<file path="config.mk">
export PLATFORM = sky130hd
export DESIGN_NAME = palette_rle_tile_decoder_flat
export DESIGN_NICKNAME = d
export VERILOG_FILES = /design/src/hw/rtl/prtd_pkg.sv /design/src/hw/rtl/prtd_if.sv /design/src/hw/rtl/prtd_ctrl.sv /design/src/hw/rtl/prtd_datapath.sv /design/src/hw/rtl/palette_rle_tile_decoder.sv /design/src/flat_wrapper.sv
export SDC_FILE = /design/constraint.sdc
export NUM_CORES = 1
export LEC_CHECK = 0
export BUFFER_PORTS_ARGS = -buffer_cell sky130_fd_sc_hd__buf_4
export CAP_MARGIN = 15
export CORE_ASPECT_RATIO = 1.25
export CORE_MARGIN = 2
export CORE_UTILIZATION = 45
export CTS_CLUSTER_DIAMETER = 200
export DETAILED_ROUTE_END_ITERATION = 12
export GPL_TIMING_DRIVEN = 0
export PLACE_DENSITY_LB_ADDON = 0.25
export RECOVER_POWER = 25
export SYNTH_ARGS = -nofsm -noshare
export SYNTH_HDL_FRONTEND = slang
export SYNTH_SLANG_ARGS = --single-unit
</file>
<file path="constraint.sdc">
create_clock -name clk_i -period 2.8 [get_ports clk_i]
set_input_delay 0.28 -clock clk_i [delete_from_list [all_inputs] [get_ports clk_i]]
set_output_delay 0.28 -clock clk_i [all_outputs]
set_load 0.05 [all_outputs]
</file>
<file path="src/hw/rtl/prtd_pkg.sv">
// shared types and constants of the palette rle tile decoder
// no dependencies; used by the interfaces and all modules
package prtd_pkg;

  localparam int unsigned TILE_PIXEL_COUNT = 256;
  localparam int unsigned POS_W = $clog2(TILE_PIXEL_COUNT);

  localparam int unsigned CODE_W  = 8;
  localparam int unsigned COLOR_W = 16;
  localparam int unsigned INDEX_W = 8;
  localparam int unsigned BYTES_W = 9;
  localparam int unsigned RUN_W   = 5;
  localparam int unsigned PAL_W   = 64;

  // config port
  localparam int unsigned CFG_IDX_W = 8;
  localparam int unsigned PAL_REGS  = 4;

  localparam logic [RUN_W-1:0]   MAX_RUN   = RUN_W'(16);
  localparam logic [BYTES_W-1:0] BYTES_MAX = '1;
  localparam logic [POS_W-1:0]   POS_LAST  = POS_W'(TILE_PIXEL_COUNT - 1);

  typedef struct packed {
    logic load;  // take a code word into the run registers
    logic step;  // emit one pixel into the output register
  } prtd_cmd_t;

  typedef struct packed {
    logic last_step;  // next pixel ends the run or the tile
    logic out_free;   // output register can take a pixel this cycle
  } prtd_status_t;

endpackage

</file>
<file path="src/hw/rtl/prtd_if.sv">
// valid/ready channel interfaces of the palette rle tile decoder
// depends on prtd_pkg
interface prtd_cfg_if
  import prtd_pkg::*;
();
  logic                 valid;
  logic                 ready;
  logic [CFG_IDX_W-1:0] index;
  logic [PAL_W-1:0]     data;

  modport source (output valid, output index, output data, input ready);
  modport sink (input valid, input index, input data, output ready);
endinterface

interface prtd_in_if
  import prtd_pkg::*;
();
  logic              valid;
  logic              ready;
  logic [CODE_W-1:0] code_byte;

  modport source (output valid, output code_byte, input ready);
  modport sink (input valid, input code_byte, output ready);
endinterface

interface prtd_out_if
  import prtd_pkg::*;
();
  logic               valid;
  logic               ready;
  logic [COLOR_W-1:0] pixel_color;
  logic [INDEX_W-1:0] pixel_index;
  logic               run_last;
  logic               tile_last;
  logic [BYTES_W-1:0] bytes_used;

  modport source (output valid, output pixel_color, output pixel_index, output run_last,
                  output tile_last, output bytes_used, input ready);
  modport sink (input valid, input pixel_color, input pixel_index, input run_last,
                input tile_last, input bytes_used, output ready);
endinterface

</file>
<file path="src/hw/rtl/prtd_ctrl.sv">
// control state machine: takes one code word, then steps out its run
// depends on prtd_pkg
module prtd_ctrl
  import prtd_pkg::*;
(
  input  logic         clk_i,
  input  logic         rst_ni,
  input  logic         in_valid_i,
  output logic         in_ready_o,
  input  prtd_status_t status_i,
  output prtd_cmd_t    cmd_o
);

  typedef enum logic [1:0] {
    ST_IDLE = 2'b01,
    ST_RUN  = 2'b10
  } state_e;

  state_e state_q, state_d;

  always_comb begin
    state_d    = state_q;
    in_ready_o = 1'b0;
    cmd_o      = '0;
    case (state_q)
      ST_IDLE: begin
        in_ready_o = 1'b1;
        if (in_valid_i) begin
          cmd_o.load = 1'b1;
          state_d    = ST_RUN;
        end
      end
      ST_RUN: begin
        if (status_i.out_free) begin
          cmd_o.step = 1'b1;
          if (status_i.last_step) begin
            state_d = ST_IDLE;
          end
        end
      end
      default: begin
        state_d = ST_IDLE;
      end
    endcase
  end

  always_ff @(posedge clk_i or negedge rst_ni) begin
    if (!rst_ni) begin
      state_q <= ST_IDLE;
    end else begin
      state_q <= state_d;
    end
  end

endmodule

</file>
<file path="src/hw/rtl/prtd_datapath.sv">
// datapath: palette registers, run and tile counters, output register
// depends on prtd_pkg
module prtd_datapath
  import prtd_pkg::*;
(
  input  logic                 clk_i,
  input  logic                 rst_ni,
  // config write
  input  logic                 cfg_we_i,
  input  logic [CFG_IDX_W-1:0] cfg_index_i,
  input  logic [PAL_W-1:0]     cfg_data_i,
  // code word
  input  logic [CODE_W-1:0]    code_i,
  // control
  input  prtd_cmd_t            cmd_i,
  output prtd_status_t         status_o,
  // pixel output
  input  logic                 out_ready_i,
  output logic                 out_valid_o,
  output logic [COLOR_W-1:0]   pixel_color_o,
  output logic [INDEX_W-1:0]   pixel_index_o,
  output logic                 run_last_o,
  output logic                 tile_last_o,
  output logic [BYTES_W-1:0]   bytes_used_o
);

  logic [PAL_W-1:0]   palette_q [PAL_REGS];
  logic [COLOR_W-1:0] color_q;
  logic [RUN_W-1:0]   run_rem_q, run_rem_d;
  logic [POS_W-1:0]   pos_q, pos_d;
  logic [BYTES_W-1:0] byte_cnt_q, byte_cnt_d;
  logic               out_valid_q, out_valid_d;
  logic [COLOR_W-1:0] out_color_q;
  logic [INDEX_W-1:0] out_index_q;
  logic               out_run_last_q;
  logic               out_tile_last_q;
  logic [BYTES_W-1:0] out_bytes_q;

  logic [PAL_W-1:0]       pal_word;
  logic [COLOR_W-1:0]     lookup_color;
  logic [3:0]             run_nib;
  logic                   tile_end;
  logic                   run_end;
  logic [POS_W+INDEX_W-1:0] pos_ext;

  // palette: four colors per register, lowest color in the low bits
  assign pal_word     = palette_q[code_i[3:2]];
  assign lookup_color = pal_word[{code_i[1:0], 4'b0000} +: COLOR_W];
  assign run_nib      = code_i[7:4];

  assign tile_end = (pos_q == POS_LAST);
  assign run_end  = tile_end || (run_rem_q == RUN_W'(1));
  assign pos_ext  = {{INDEX_W{1'b0}}, pos_q};

  assign status_o.last_step = run_end;
  assign status_o.out_free  = !out_valid_q || out_ready_i;

  always_ff @(posedge clk_i or negedge rst_ni) begin
    if (!rst_ni) begin
      for (int i = 0; i < PAL_REGS; i++) begin
        palette_q[i] <= '0;
      end
    end else if (cfg_we_i && (cfg_index_i < CFG_IDX_W'(PAL_REGS))) begin
      palette_q[cfg_index_i[1:0]] <= cfg_data_i;
    end
  end

  always_comb begin
    run_rem_d   = run_rem_q;
    pos_d       = pos_q;
    byte_cnt_d  = byte_cnt_q;
    out_valid_d = out_valid_q && !out_ready_i;
    if (cmd_i.load) begin
      run_rem_d = (run_nib == 4'd0) ? MAX_RUN : {1'b0, run_nib};
      if (byte_cnt_q != BYTES_MAX) begin
        byte_cnt_d = byte_cnt_q + BYTES_W'(1);
      end
    end
    if (cmd_i.step) begin
      run_rem_d   = run_rem_q - RUN_W'(1);
      out_valid_d = 1'b1;
      if (tile_end) begin
        pos_d      = '0;
        byte_cnt_d = '0;
      end else begin
        pos_d = pos_q + POS_W'(1);
      end
    end
  end

  always_ff @(posedge clk_i or negedge rst_ni) begin
    if (!rst_ni) begin
      pos_q       <= '0;
      byte_cnt_q  <= '0;
      out_valid_q <= 1'b0;
    end else begin
      pos_q       <= pos_d;
      byte_cnt_q  <= byte_cnt_d;
      out_valid_q <= out_valid_d;
    end
  end

  always_ff @(posedge clk_i) begin
    run_rem_q <= run_rem_d;
    if (cmd_i.load) begin
      color_q <= lookup_color;
    end
    if (cmd_i.step) begin
      out_color_q     <= color_q;
      out_index_q     <= pos_ext[INDEX_W-1:0];
      out_run_last_q  <= run_end;
      out_tile_last_q <= tile_end;
      out_bytes_q     <= tile_end ? byte_cnt_q : '0;
    end
  end

  assign out_valid_o   = out_valid_q;
  assign pixel_color_o = out_color_q;
  assign pixel_index_o = out_index_q;
  assign run_last_o    = out_run_last_q;
  assign tile_last_o   = out_tile_last_q;
  assign bytes_used_o  = out_bytes_q;

endmodule

</file>
<file path="src/hw/rtl/palette_rle_tile_decoder.sv">
// palette rle tile decoder: one code word in, one to sixteen pixels out
// first pixel: the taken word goes into the run registers, then steps into the output register
// run: a word gives n pixels, n its run length (1..16) or fewer at tile end, stepped out by
//   the one-pixel-per-cycle emit loop; output stalls hold the loop; the next word waits for it
// reset: palette, pixel position and byte count clear at once, no clearing pass
module palette_rle_tile_decoder
  import prtd_pkg::*;
(
  input  logic     clk_i,
  input  logic     rst_ni,
  prtd_cfg_if.sink cfg_i,
  prtd_in_if.sink  in_i,
  prtd_out_if.source out_o
);

  prtd_cmd_t    cmd;
  prtd_status_t status;

  assign cfg_i.ready = 1'b1;

  prtd_ctrl u_ctrl (
    .clk_i      (clk_i),
    .rst_ni     (rst_ni),
    .in_valid_i (in_i.valid),
    .in_ready_o (in_i.ready),
    .status_i   (status),
    .cmd_o      (cmd)
  );

  prtd_datapath u_datapath (
    .clk_i         (clk_i),
    .rst_ni        (rst_ni),
    .cfg_we_i      (cfg_i.valid),
    .cfg_index_i   (cfg_i.index),
    .cfg_data_i    (cfg_i.data),
    .code_i        (in_i.code_byte),
    .cmd_i         (cmd),
    .status_o      (status),
    .out_ready_i   (out_o.ready),
    .out_valid_o   (out_o.valid),
    .pixel_color_o (out_o.pixel_color),
    .pixel_index_o (out_o.pixel_index),
    .run_last_o    (out_o.run_last),
    .tile_last_o   (out_o.tile_last),
    .bytes_used_o  (out_o.bytes_used)
  );

endmodule

</file>
<file path="src/flat_wrapper.sv">
// flat-port wrapper written by rule: the top's interface ports become plain ports
module palette_rle_tile_decoder_flat import prtd_pkg::*;
  (clk_i, rst_ni, cfg_i_valid, cfg_i_index, cfg_i_data, cfg_i_ready, in_i_valid, in_i_code_byte, in_i_ready, out_o_valid, out_o_pixel_color, out_o_pixel_index, out_o_run_last, out_o_tile_last, out_o_bytes_used, out_o_ready);
  prtd_cfg_if cfg_i_i ();
  prtd_in_if in_i_i ();
  prtd_out_if out_o_i ();
  input  logic clk_i;
  input  logic rst_ni;
  input wire logic [$bits(cfg_i_i.valid)-1:0] cfg_i_valid;
  input wire logic [$bits(cfg_i_i.index)-1:0] cfg_i_index;
  input wire logic [$bits(cfg_i_i.data)-1:0] cfg_i_data;
  output wire logic [$bits(cfg_i_i.ready)-1:0] cfg_i_ready;
  input wire logic [$bits(in_i_i.valid)-1:0] in_i_valid;
  input wire logic [$bits(in_i_i.code_byte)-1:0] in_i_code_byte;
  output wire logic [$bits(in_i_i.ready)-1:0] in_i_ready;
  output wire logic [$bits(out_o_i.valid)-1:0] out_o_valid;
  output wire logic [$bits(out_o_i.pixel_color)-1:0] out_o_pixel_color;
  output wire logic [$bits(out_o_i.pixel_index)-1:0] out_o_pixel_index;
  output wire logic [$bits(out_o_i.run_last)-1:0] out_o_run_last;
  output wire logic [$bits(out_o_i.tile_last)-1:0] out_o_tile_last;
  output wire logic [$bits(out_o_i.bytes_used)-1:0] out_o_bytes_used;
  input wire logic [$bits(out_o_i.ready)-1:0] out_o_ready;
  assign cfg_i_i.valid = cfg_i_valid;
  assign cfg_i_i.index = cfg_i_index;
  assign cfg_i_i.data = cfg_i_data;
  assign cfg_i_ready = cfg_i_i.ready;
  assign in_i_i.valid = in_i_valid;
  assign in_i_i.code_byte = in_i_code_byte;
  assign in_i_ready = in_i_i.ready;
  assign out_o_valid = out_o_i.valid;
  assign out_o_pixel_color = out_o_i.pixel_color;
  assign out_o_pixel_index = out_o_i.pixel_index;
  assign out_o_run_last = out_o_i.run_last;
  assign out_o_tile_last = out_o_i.tile_last;
  assign out_o_bytes_used = out_o_i.bytes_used;
  assign out_o_i.ready = out_o_ready;
  palette_rle_tile_decoder u_core (.clk_i(clk_i), .rst_ni(rst_ni), .cfg_i(cfg_i_i), .in_i(in_i_i), .out_o(out_o_i));
endmodule
</file>
# After elaboration in Yosys (flattened, before gate mapping)
# Cells that the tools add are included.
dict set report word_totals {
  latchBits 0
  ram_bits 0
  n_memories 0
  rom_bits 0
  register_bits 332
  elab_cells 67
  input_bits 85
}
dict set report classes {
  order_cmp 4
  bitwise 2
  add_sub_neg 3
  reduce_logical 10
  n_shift 1
  eq_ne 8
  n_mux 24
  div 0
  mul 0
}
# cell n
set ops {}
lappend ops {{bitwise mux 256 bit} 1}
lappend ops {{two-way mux 64 bit} 3}
lappend ops {{binary-select mux 64 bit (select 2 bit)} 1}
lappend ops {{demux 64 bit (select 2 bit)} 1}
lappend ops {{indexed part select 64 x 7 -> 16 bit} 1}
lappend ops {{two-way mux 9 bit} 4}
lappend ops {{two-way mux 5 bit} 3}
lappend ops {{adder 9 x 1 -> 9 bit, second input constant} 1}
lappend ops {{!= test 9 bit, second input constant} 1}
lappend ops {{adder 8 x 1 -> 8 bit, second input constant} 1}
lappend ops {{equality test 8 bit, second input constant} 1}
lappend ops {{less-than comparator 8 x 3 -> 1 bit, second input constant} 1}
lappend ops {{two-way mux 8 bit} 1}
lappend ops {{>= comparator 3 bit, second input constant} 2}
lappend ops {{two-way mux 1 bit} 6}
lappend ops {{two-way mux 2 bit} 3}
lappend ops {{inverter 2 -> 3 bit} 2}
lappend ops {{equality test 5 x 1 -> 1 bit, second input constant} 1}
lappend ops {{subtractor 5 x 1 -> 5 bit, second input constant} 1}
lappend ops {{logical NOT 4 bit} 1}
lappend ops {{!= test 2 bit, second input constant} 2}
lappend ops {{one-hot mux 2 bit (2 select lines)} 1}
lappend ops {{logical AND 1 bit} 3}
lappend ops {{less-than comparator 3 x 1 -> 1 bit, second input constant} 1}
lappend ops {{other kinds (7)} 9}

# Longest topological paths before layout
# Gate-level depths: netlist of run 1.
dict set report logic_depth {
  ltp_word 6
  mapped_depth 7
}

# Cells and area by module
# Synthesis of run 1 repeated with hierarchy kept, for this count alone.
dict set report unflattened {
  cells_unflattened 868
  hier_area_um2 14417.6
}
# mod area_each_um2 seq_area_each_um2 instances cells_each
set by_module_without_submodules {}
lappend by_module_without_submodules {prtd_datapath 14313.7 8538.2 1 857}
lappend by_module_without_submodules {prtd_ctrl 92.6 51.3 1 9}
lappend by_module_without_submodules {palette_rle_tile_decoder 11.3 0.0 1 2}

# Worst setup path after synthesis of run 1
# No wires, ideal clock.
dict set report synth_path {
  path_kind {register -> register}
  from {register u_core.u_datapath.out_valid_q (netlist: u_core.u_datapath.out_valid_o)}
  to {register u_core.u_datapath.byte_cnt_q[5]}
  setup_slack_ns 0.151
  t_required_ns 2.676
  path_stages_with_launch 8
  path_buffers 2
  arrival_time_ns 2.525
  path_cell_list {dfrtp_1 nor2b_1 or2_2 buf_2 inv_1 and3_1 buf_2 nor3_1}
}
# element line
set synth_lines {}
lappend synth_lines {{from (decl)} prtd_datapath.sv:32} ;# logic out_valid_q, out_valid_d;
lappend synth_lines {{from (signal assigned)} prtd_datapath.sv:99} ;# out_valid_q <= out_valid_d;
lappend synth_lines {{to (signal assigned)} prtd_datapath.sv:98} ;# byte_cnt_q <= byte_cnt_d;
lappend synth_lines {{to (decl)} prtd_datapath.sv:31} ;# logic [BYTES_W-1:0] byte_cnt_q, byte_cnt_d;

# Final worst setup path of run 1
dict set report layout_path {
  from {register u_core.u_ctrl.state_q[0]}
  to {register u_core.u_datapath.byte_cnt_q[4]}
}
dict set report layout_between {
  elab_chain_cells 5
}
# element line
set layout_lines {}
lappend layout_lines {{from (decl)} prtd_ctrl.sv:19} ;# state_e state_q, state_d;
lappend layout_lines {{from (signal assigned)} prtd_ctrl.sv:51} ;# state_q <= state_d;
lappend layout_lines {{equality test 2 x 1 -> 1 bit} prtd_ctrl.sv:25} ;# case (state_q)
lappend layout_lines {{two-way mux 1 bit} prtd_ctrl.sv:25}
lappend layout_lines {{two-way mux 9 bit} prtd_datapath.sv:73} ;# if (cmd_i.load) begin
lappend layout_lines {{two-way mux 9 bit} prtd_datapath.sv:82} ;# if (tile_end) begin
lappend layout_lines {{two-way mux 9 bit *} prtd_datapath.sv:79} ;# if (cmd_i.step) begin
lappend layout_lines {{via u_core.u_datapath.byte_cnt_d[4]} prtd_datapath.sv:31}
# Mark *: on every way through the listed nets, which the timed path passes. The rest lies on a longest branch.
# A chain may end at the register's enable or synchronous reset.

==> summary.md, run 1 <==
| Metric | Value |
|---|---|
| Met2 usage | 31.4% |
| Reg power frac | 48.2% |
| Hold Crit Class | in2reg |
| Die Span X | 164 um |
| Ys Warns | 0 |
| Critical path class | reg2reg |
| Met1 GRT Util | between 20 and 30% |
| Row count | between 70 and 80 |
| Residual DRC | 0 |
| Design area | 17100 sq um |
| CP Capture Type | flop |
| Busiest grt layer | met2 |
| GR Util met3 | ~3.3% |
| Gr usage total | 20.2% |
| Cell Area, Placed | around 16000 sq um |
| GR Overflow Total | 0 |
| FFs w/ async S/R, synth | 83.1% |
| Fmax | roughly 400 MHz |
| First-pass GRT wire length | roughly 50000 um |
| Vias in the first global route | slightly below 9000 |
| Placed cells | around 1400 |
| Root Driver | clkbuf_16 |
| Cell Area, Synth | 14400 sq um |
| Lkg Pwr | 8.11 nW |
| Seq cells post-synth | 332 |
| Core Footprint | 31700 sq um |
| Final GP Congestion | roughly 0.81 |
| Largest net degree at the start of global routing | 100 |
| Clock Power Share | 38.2% |
| Post-route ant nets | 0 |
| Number of synthesized flops with an enable pin | 56 |
| Net Sw Frac | 26.2% |
| Critical Path RT | 3.24 ns |
| Sequential element share of the synthesized area | 59.6% |
| Final WL | about 32000 um |
| Initial Util | 45.5% |
| Total CTS buffers | 34 |
| Crit path DAT | 2.96 ns |
| Avg Cell Area, Syn | 16.5 sq um |
| Clock tree sinks | 332 |
| Vias/cell | 5.47 |
| Pint | 0.00869 W |
| Clk_skew | ~0.015 ns |
| Antenna Cells | 0 |
| Net count after synthesis | 965 |
| Clk_lat worst skew | 0.52 ns |
| Commonest non-fill, non-tap cell in the layout | dfrtp_1 |
| Drt pass-1 iters | 4 |
| Failing checks | capacitance limit, slew limit |
| DIE HEIGHT | between 200 and 250 um |
| Most frequent cells in the layout | dfrtp_1, mux2_2, buf_4 |
| Pins Over Slew Limit | 84 |
| Initial antenna violation count | 0 |
| Number of I/O port buffers | around 120 |
| RSZ-0062 raised after global routing | no |
| Yosys cell types | 45 |
| Clock transition at path regs | 0.07 ns |
| DP Wirelength | 22000 um |
| Maxcap violations | 1 |
| P per Cell Area | ~690 nW/um^2 |
| Post-cts sizing count | 0 |
| Worst Tran Pin Value | 2.26 ns |
| DP Worst Slack | 0.119 ns |
| H-tree Lvls | 2 |
| Slew HR | -51.0% |
| Worst Slack Setup Final | 0.277 ns |
| Clk buf depth | 3 |
| Crit path launch type | flop |
| Synth Flop Type | dfrtp_1 |
| Final min period | 2.52 ns |
| Final Net Count | 1138 |
| Wire per inst | about 22 um |
| Routed vias | 8113 |
| Endpoints failing setup | 0 |
| Non-Filler Instances | around 1500 |
| Final Cycle Share | 90.1% |
| Synthesized instance count | 876 |
| Crit-path max FO | 17 |
| Post-CTS Hold Buffers | 16 |
| CTS tree | yes |
| Logic pwr share | 13.6% |
| Hold slack | around 0.022 ns |
| Sw Pwr | 0.00309 W |
| Status | complete, but fails checks |
| Final Hold Fails | 0 |
| First DRT Iteration DRCs | 488 |
| Layout cell share with drive strength beyond 1 | 46.5% |
| Die footprint | 33500 sq um |
| Area added between synthesis and finish | 18.4% |
| Post-CTS Setup Repair Bufs | 0 |
| Maximum vdd ir drop | 0.527 mV |
| # IOs | roughly 120 |
Yosys cell counts (2+ instances only):
| master | count | area [sq um] |
|---|---|---|
| clkbuf_1 | 20 | 75.1 |
| nor4_1 | 3 | 18.8 |
| nand4_1 | 4 | 25.0 |
| a21oi_1 | 5 | 25.0 |
| and2_1 | 9 | 56.3 |
| edfxtp_1 | 56 | 1680 |
| buf_2 | 16 | 80.1 |
| nand2b_1 | 2 | 12.5 |
| inv_1 | 7 | 26.3 |
| mux2_2 | 189 | 2130 |
| mux2_4 | 50 | 751 |
| xnor2_1 | 7 | 61.3 |
| mux2_1 | 17 | 191 |
| or3_1 | 3 | 18.8 |
| a22oi_1 | 32 | 240 |
| ha_1 | 4 | 50.1 |
| buf_4 | 8 | 60.1 |
| nand3b_1 | 2 | 15.0 |
| o21ai_0 | 9 | 45.0 |
| mux4_2 | 64 | 1440 |
| xor2_1 | 2 | 17.5 |
| or2_2 | 2 | 12.5 |
| o31ai_1 | 2 | 15.0 |
| nor3_1 | 7 | 35.0 |
| nand3_1 | 6 | 30.0 |
| and3_1 | 5 | 31.3 |
| nor2b_1 | 6 | 37.5 |
| nand2_1 | 32 | 120 |
| buf_6 | 6 | 67.6 |
| and4_1 | 2 | 17.5 |
| dfrtp_1 | 275 | 6880 |
| nor2_1 | 11 | 41.3 |
path summary, 6_finish.rpt:
kind	slack, ns	endpoint	depth (start not counted)	start
min	0.02	u_core.u_datapath.palette_q[4]	2	cfg_i_data[4]
max in group asynchronous	0.43	u_core.u_datapath.palette_q[8]	3	rst_ni
max reg2reg	0.28	u_core.u_datapath.byte_cnt_q[4]	5	u_core.u_ctrl.state_q[0]
max	0.28	u_core.u_datapath.byte_cnt_q[4]	5	u_core.u_ctrl.state_q[0]
min in group asynchronous	0.95	u_core.u_datapath.palette_q[39]	2	rst_ni
min reg2reg	0.42	u_core.u_datapath.pixel_color_o[3]	0	u_core.u_datapath.color_q[3]
worst max-delay path, stage by stage (launching register included):
cell and delay (ns):
dfstp_2 0.53, nand3b_1 0.28, inv_1 0.68, o31ai_1 0.38
or3_1 0.40, a21oi_1 0.17
flip-flops by register name (all words and copies together) (netlist names):
name / count
u_core.u_datapath.pos_q: 8
u_core.u_datapath.run_last_o: 1
u_core.u_datapath.pixel_index_o: 8
u_core.u_datapath.byte_cnt_q: 9
u_core.u_datapath.pixel_color_o: 16
u_core.u_datapath.run_rem_q: 5
u_core.u_datapath.color_q: 16
u_core.u_datapath.palette_q: 256
u_core.u_datapath.tile_last_o: 1
u_core.u_datapath.bytes_used_o: 9
u_core.u_ctrl.state_q: 2
u_core.u_datapath.out_valid_o: 1
final cells by class:
cell class / count / area (sq um)
clock buffers: 45 / 943
plain buffers: 51 / 282
well taps: 412 / 515
multi-input cells: 485 / 5510
clock inverters: 14 / 148
flip-flops and latches: 332 / 8590
fillers: 2601 / 14600
repair buffers: 137 / 1050
inverters: 8 / 30.0
power groups by stage:
stage | logic (W) | clock network (W) | registers [W]
4_1_cts | 0.00164 | 0.00462 | 0.00567
3_5_place_dp | 0.00162 | 0 | 0.00576
6_report | 0.00160 | 0.00450 | 0.00567
3_3_place_gp | 0.00158 | 0 | 0.00575
2_1_floorplan | 0.000744 | 0 | 0.00598
5_1_grt | 0.00173 | 0.00479 | 0.00573
cell families after synthesis:
| logic type | Yosys count | share of synthesized area [%] |
|---|---|---|
| DFF | 332 | 59.6 |
| buffers and inverters | 59 | 2.19 |
| muxes | 321 | 31.3 |
| other | 1 | 0.0260 |
| adders and majority gates | 4 | 0.347 |
| xor gates and xnor gates | 9 | 0.547 |
| AOI/OAI and AO/OA | 52 | 2.48 |
| and+or+nand+nor | 98 | 3.50 |
stage by stage:
stage               util (%)  TNS [ns]  total power [W]
finish                  53.9         0           0.0118
global route            53.9         0           0.0122
CTS                     54.1         0           0.0119
detailed placement      50.2         0          0.00738
global placement        50.0   -260.97          0.00733
floorplan                  -         0          0.00673
routing by layer:
metal	vias up	part of all wire, %
li1	3621	-
met1	4240	45
met2	197	47
met3	55	5.3
met4	0	3.3
met5	-	0
No activity file was read; power rests on OpenSTA's default activity.
==> run 2: changes to the inputs <==
CORE_ASPECT_RATIO = default   (was 1.25)
==> run 2 against run 1 <==
  * The flow still finishes with violations (capacitance limit, slew limit)
  * Fmax down 1.7%
  * Final cell count down 1.8%
  * Critical path depth is 3 higher
  * Power is 0.60% lower
  * Register-to-register slack lost 0.04 ns
  * Clock skew fell by 0.0057 ns
  * Non-clock buffer count down 14
  * Largest cell class unchanged
==> summary.md, run 2 (synthesized netlist as in run 1, its figures left out) <==
| Metric | Value |
|---|---|
| Status | complete, but fails checks |
| Failing checks | capacitance limit, slew limit |
| Cell family with most CP delay | buffers and inverters |
| Die footprint | 33500 sq um (about the same) |
| Drt pass-1 iters | 4 (unchanged) |
| Final min period | 2.57 ns (+0.0428 ns) |
| Lkg Pwr | 8.00 nW (-1.4%) |
| H-tree Lvls | 2 (unchanged) |
| Crit-path max FO | 21 (+4) |
| Slew HR | -6.09% (+45 points) |
| P per Cell Area | 693 nW/um^2 (+0.54%) |
| Maximum vdd ir drop | 0.341 mV (-35%) |
| Clk_skew | 0.00893 ns (-0.00566 ns) |
| Clock transition at path regs | 0.06 ns (about the same) |
| Crit path DAT | 2.95 ns (about the same) |
| Final Hold Fails | 0 (unchanged) |
| Worst-path cell chain | nand2b_1, or2_2, buf_2, inv_1, buf_16, and3_1, buf_2, nor3_1 |
| Largest net degree at the start of global routing | 112 (+12%) |
| Clk_lat worst skew | 0.51 ns (about the same) |
| CTS tree | yes |
| Row count | 65 (-11%) |
| CP Capture Type | flop |
| Endpoints failing setup | 0 (unchanged) |
| Setup slack, reg-to-reg | 0.23 ns (-0.04 ns) |
| Root Driver | clkbuf_16 |
| Core Footprint | 31600 sq um (-0.44%) |
| DIE HEIGHT | 183 um (-10%) |
| Wire per inst | 21.5 um (-0.86%) |
| Final WL | 31400 um (-2.6%) |
| Placed cells | 1400 (-0.64%) |
| Post-CTS Setup Repair Bufs | 0 (unchanged) |
| Vias/cell | 5.52 (+1.1%) |
| # IOs | 123 (unchanged) |
| RSZ-0062 raised after global routing | no |
| Cell Area, Placed | 15900 sq um (about the same) |
| Layout cell share with drive strength beyond 1 | 45.1% (-1.4 points) |
| First-pass GRT wire length | 50000 um (-2.2%) |
| Hold Crit Class | in2reg |
| Maxcap violations | 1 (unchanged) |
| Post-route ant nets | 0 (unchanged) |
| Final Cycle Share | 91.6% (+1.5 points) |
| Final GP Congestion | 0.792 (-1.7%) |
| Most frequent cells in the layout | dfrtp_1, mux2_2, buf_4 |
| Initial Util | 45.7% (+0.20 points) |
| Slowest Stage Delay on Critical Path | 0.62 ns (-0.06 ns) |
| Pins Over Slew Limit | 110 (+31%) |
| Number of I/O port buffers | 119 (unchanged) |
| Clk buf depth | 3 (unchanged) |
| Design area | 16900 sq um (-1.1%) |
| Final Net Count | 1127 (-0.97%) |
| Fmax | 390 MHz (-1.7%) |
| Routed vias | 8055 (-0.71%) |
| Critical path class | reg2reg |
| Vias in the first global route | 8488 (-2.0%) |
| Die Span X | 183 um (+12%) |
| Clock tree sinks | 332 (unchanged) |
| Commonest non-fill, non-tap cell in the layout | dfrtp_1 |
| Gr usage total | 19.5% (-0.74 points) |
| Antenna Cells | 0 (unchanged) |
| Buf/Inv on CP | 4 (+3) |
| Crit path launch type | flop |
| Initial antenna violation count | 1 (+1) |
| Non-Filler Instances | 1458 (-1.8%) |
| Largest Register | u_core.u_datapath.palette_q |
| # fillers | 2647 (+1.8%) |
| Critical Path RT | 3.19 ns (-0.05 ns) |
| First DRT Iteration DRCs | 473 (-3.1%) |
| Residual DRC | 0 (unchanged) |
| Area added between synthesis and finish | 17.0% |
| CP max-delay cell | inv_1 |
| Max reg flops | 256 (unchanged) |
| Total CTS buffers | 37 (+8.8%) |
| Cell mode on critical path | buf_2 |
| GR Overflow Total | 0 (unchanged) |
| DP Wirelength | 21500 um (-2.3%) |
| Worst Tran Pin Value | 1.59 ns (-0.674 ns) |
-- run 2: cell count changes in the layout (fill, tap and decap cells not counted), sizes merged --
cell / previous run / this run
buf: 138 / 119
inv: 9 / 8
dlygate4sd3: 16 / 1
clkinvlp: 1 / 0
bufinv: 3 / 2
clkbuf: 79 / 100
-- run 2: metal layers --
| metal | track usage (%) | wire, um | vias to the layer above |
|---|---|---|---|
| li1 | - | - | 3585 |
| met1 | 28.8 | 14900 | 4217 |
| met2 | 29.6 | 14200 | 200 |
| met3 | 3.83 | 1470 | 53 |
| met4 | 5.41 | 750 | 0 |
| met5 | 0 | 0 | - |
-- run 2: what timing repair did --
action | CTS | global route
endpoints found under the hold margin | 109 | 0
hold buffers | 1 | 0
gates resized for setup | 0 | 0
-- run 2: final cells by class --
cell class,count,area [sq um],area share (%)
repair buffers,123,873,5.17
clock inverters,11,101,0.600
clock buffers,46,990,5.86
multi-input cells,485,5510,32.7
well taps,402,503,2.98
flip-flops and latches,332,8590,50.9
plain buffers,51,282,1.67
inverters,8,30.0,0.178
-- run 2: final timing paths --
path,from,endpoint,depth (start not counted)
min in group asynchronous,rst_ni,u_core.u_datapath.palette_q[126],2
worst min-delay path,cfg_i_data[0],u_core.u_datapath.palette_q[128],2
worst max-delay path,u_core.u_ctrl.state_q[0],u_core.u_datapath.byte_cnt_q[6],8
max in group asynchronous,rst_ni,u_core.u_ctrl.state_q[0],3
worst max register to register,u_core.u_ctrl.state_q[0],u_core.u_datapath.byte_cnt_q[6],8
worst min register to register,u_core.u_datapath.color_q[3],u_core.u_datapath.pixel_color_o[3],0
-- run 2: stage by stage --
stage	setup WS (ns)	power [W]	utilization, %	setup TNS, ns	hold WS (ns)
2_1_floorplan	0.151	0.00673	-	0	-0.0156
3_3_place_gp	-0.993	0.00731	50.1	-266.34	0.404
3_5_place_dp	0.0147	0.00739	50.4	0	0.405
4_1_cts	0.190	0.0119	53.9	0	0.00251
5_1_grt	0.0267	0.0122	53.5	0	0.00470
6_report	0.234	0.0117	53.5	0	0.0167
-- run 2: report_power, final --
group	switching (W)	internal (W)
Sequential	0.000238	0.00543
Clock	0.00183	0.00266
Combinational	0.000970	0.000579
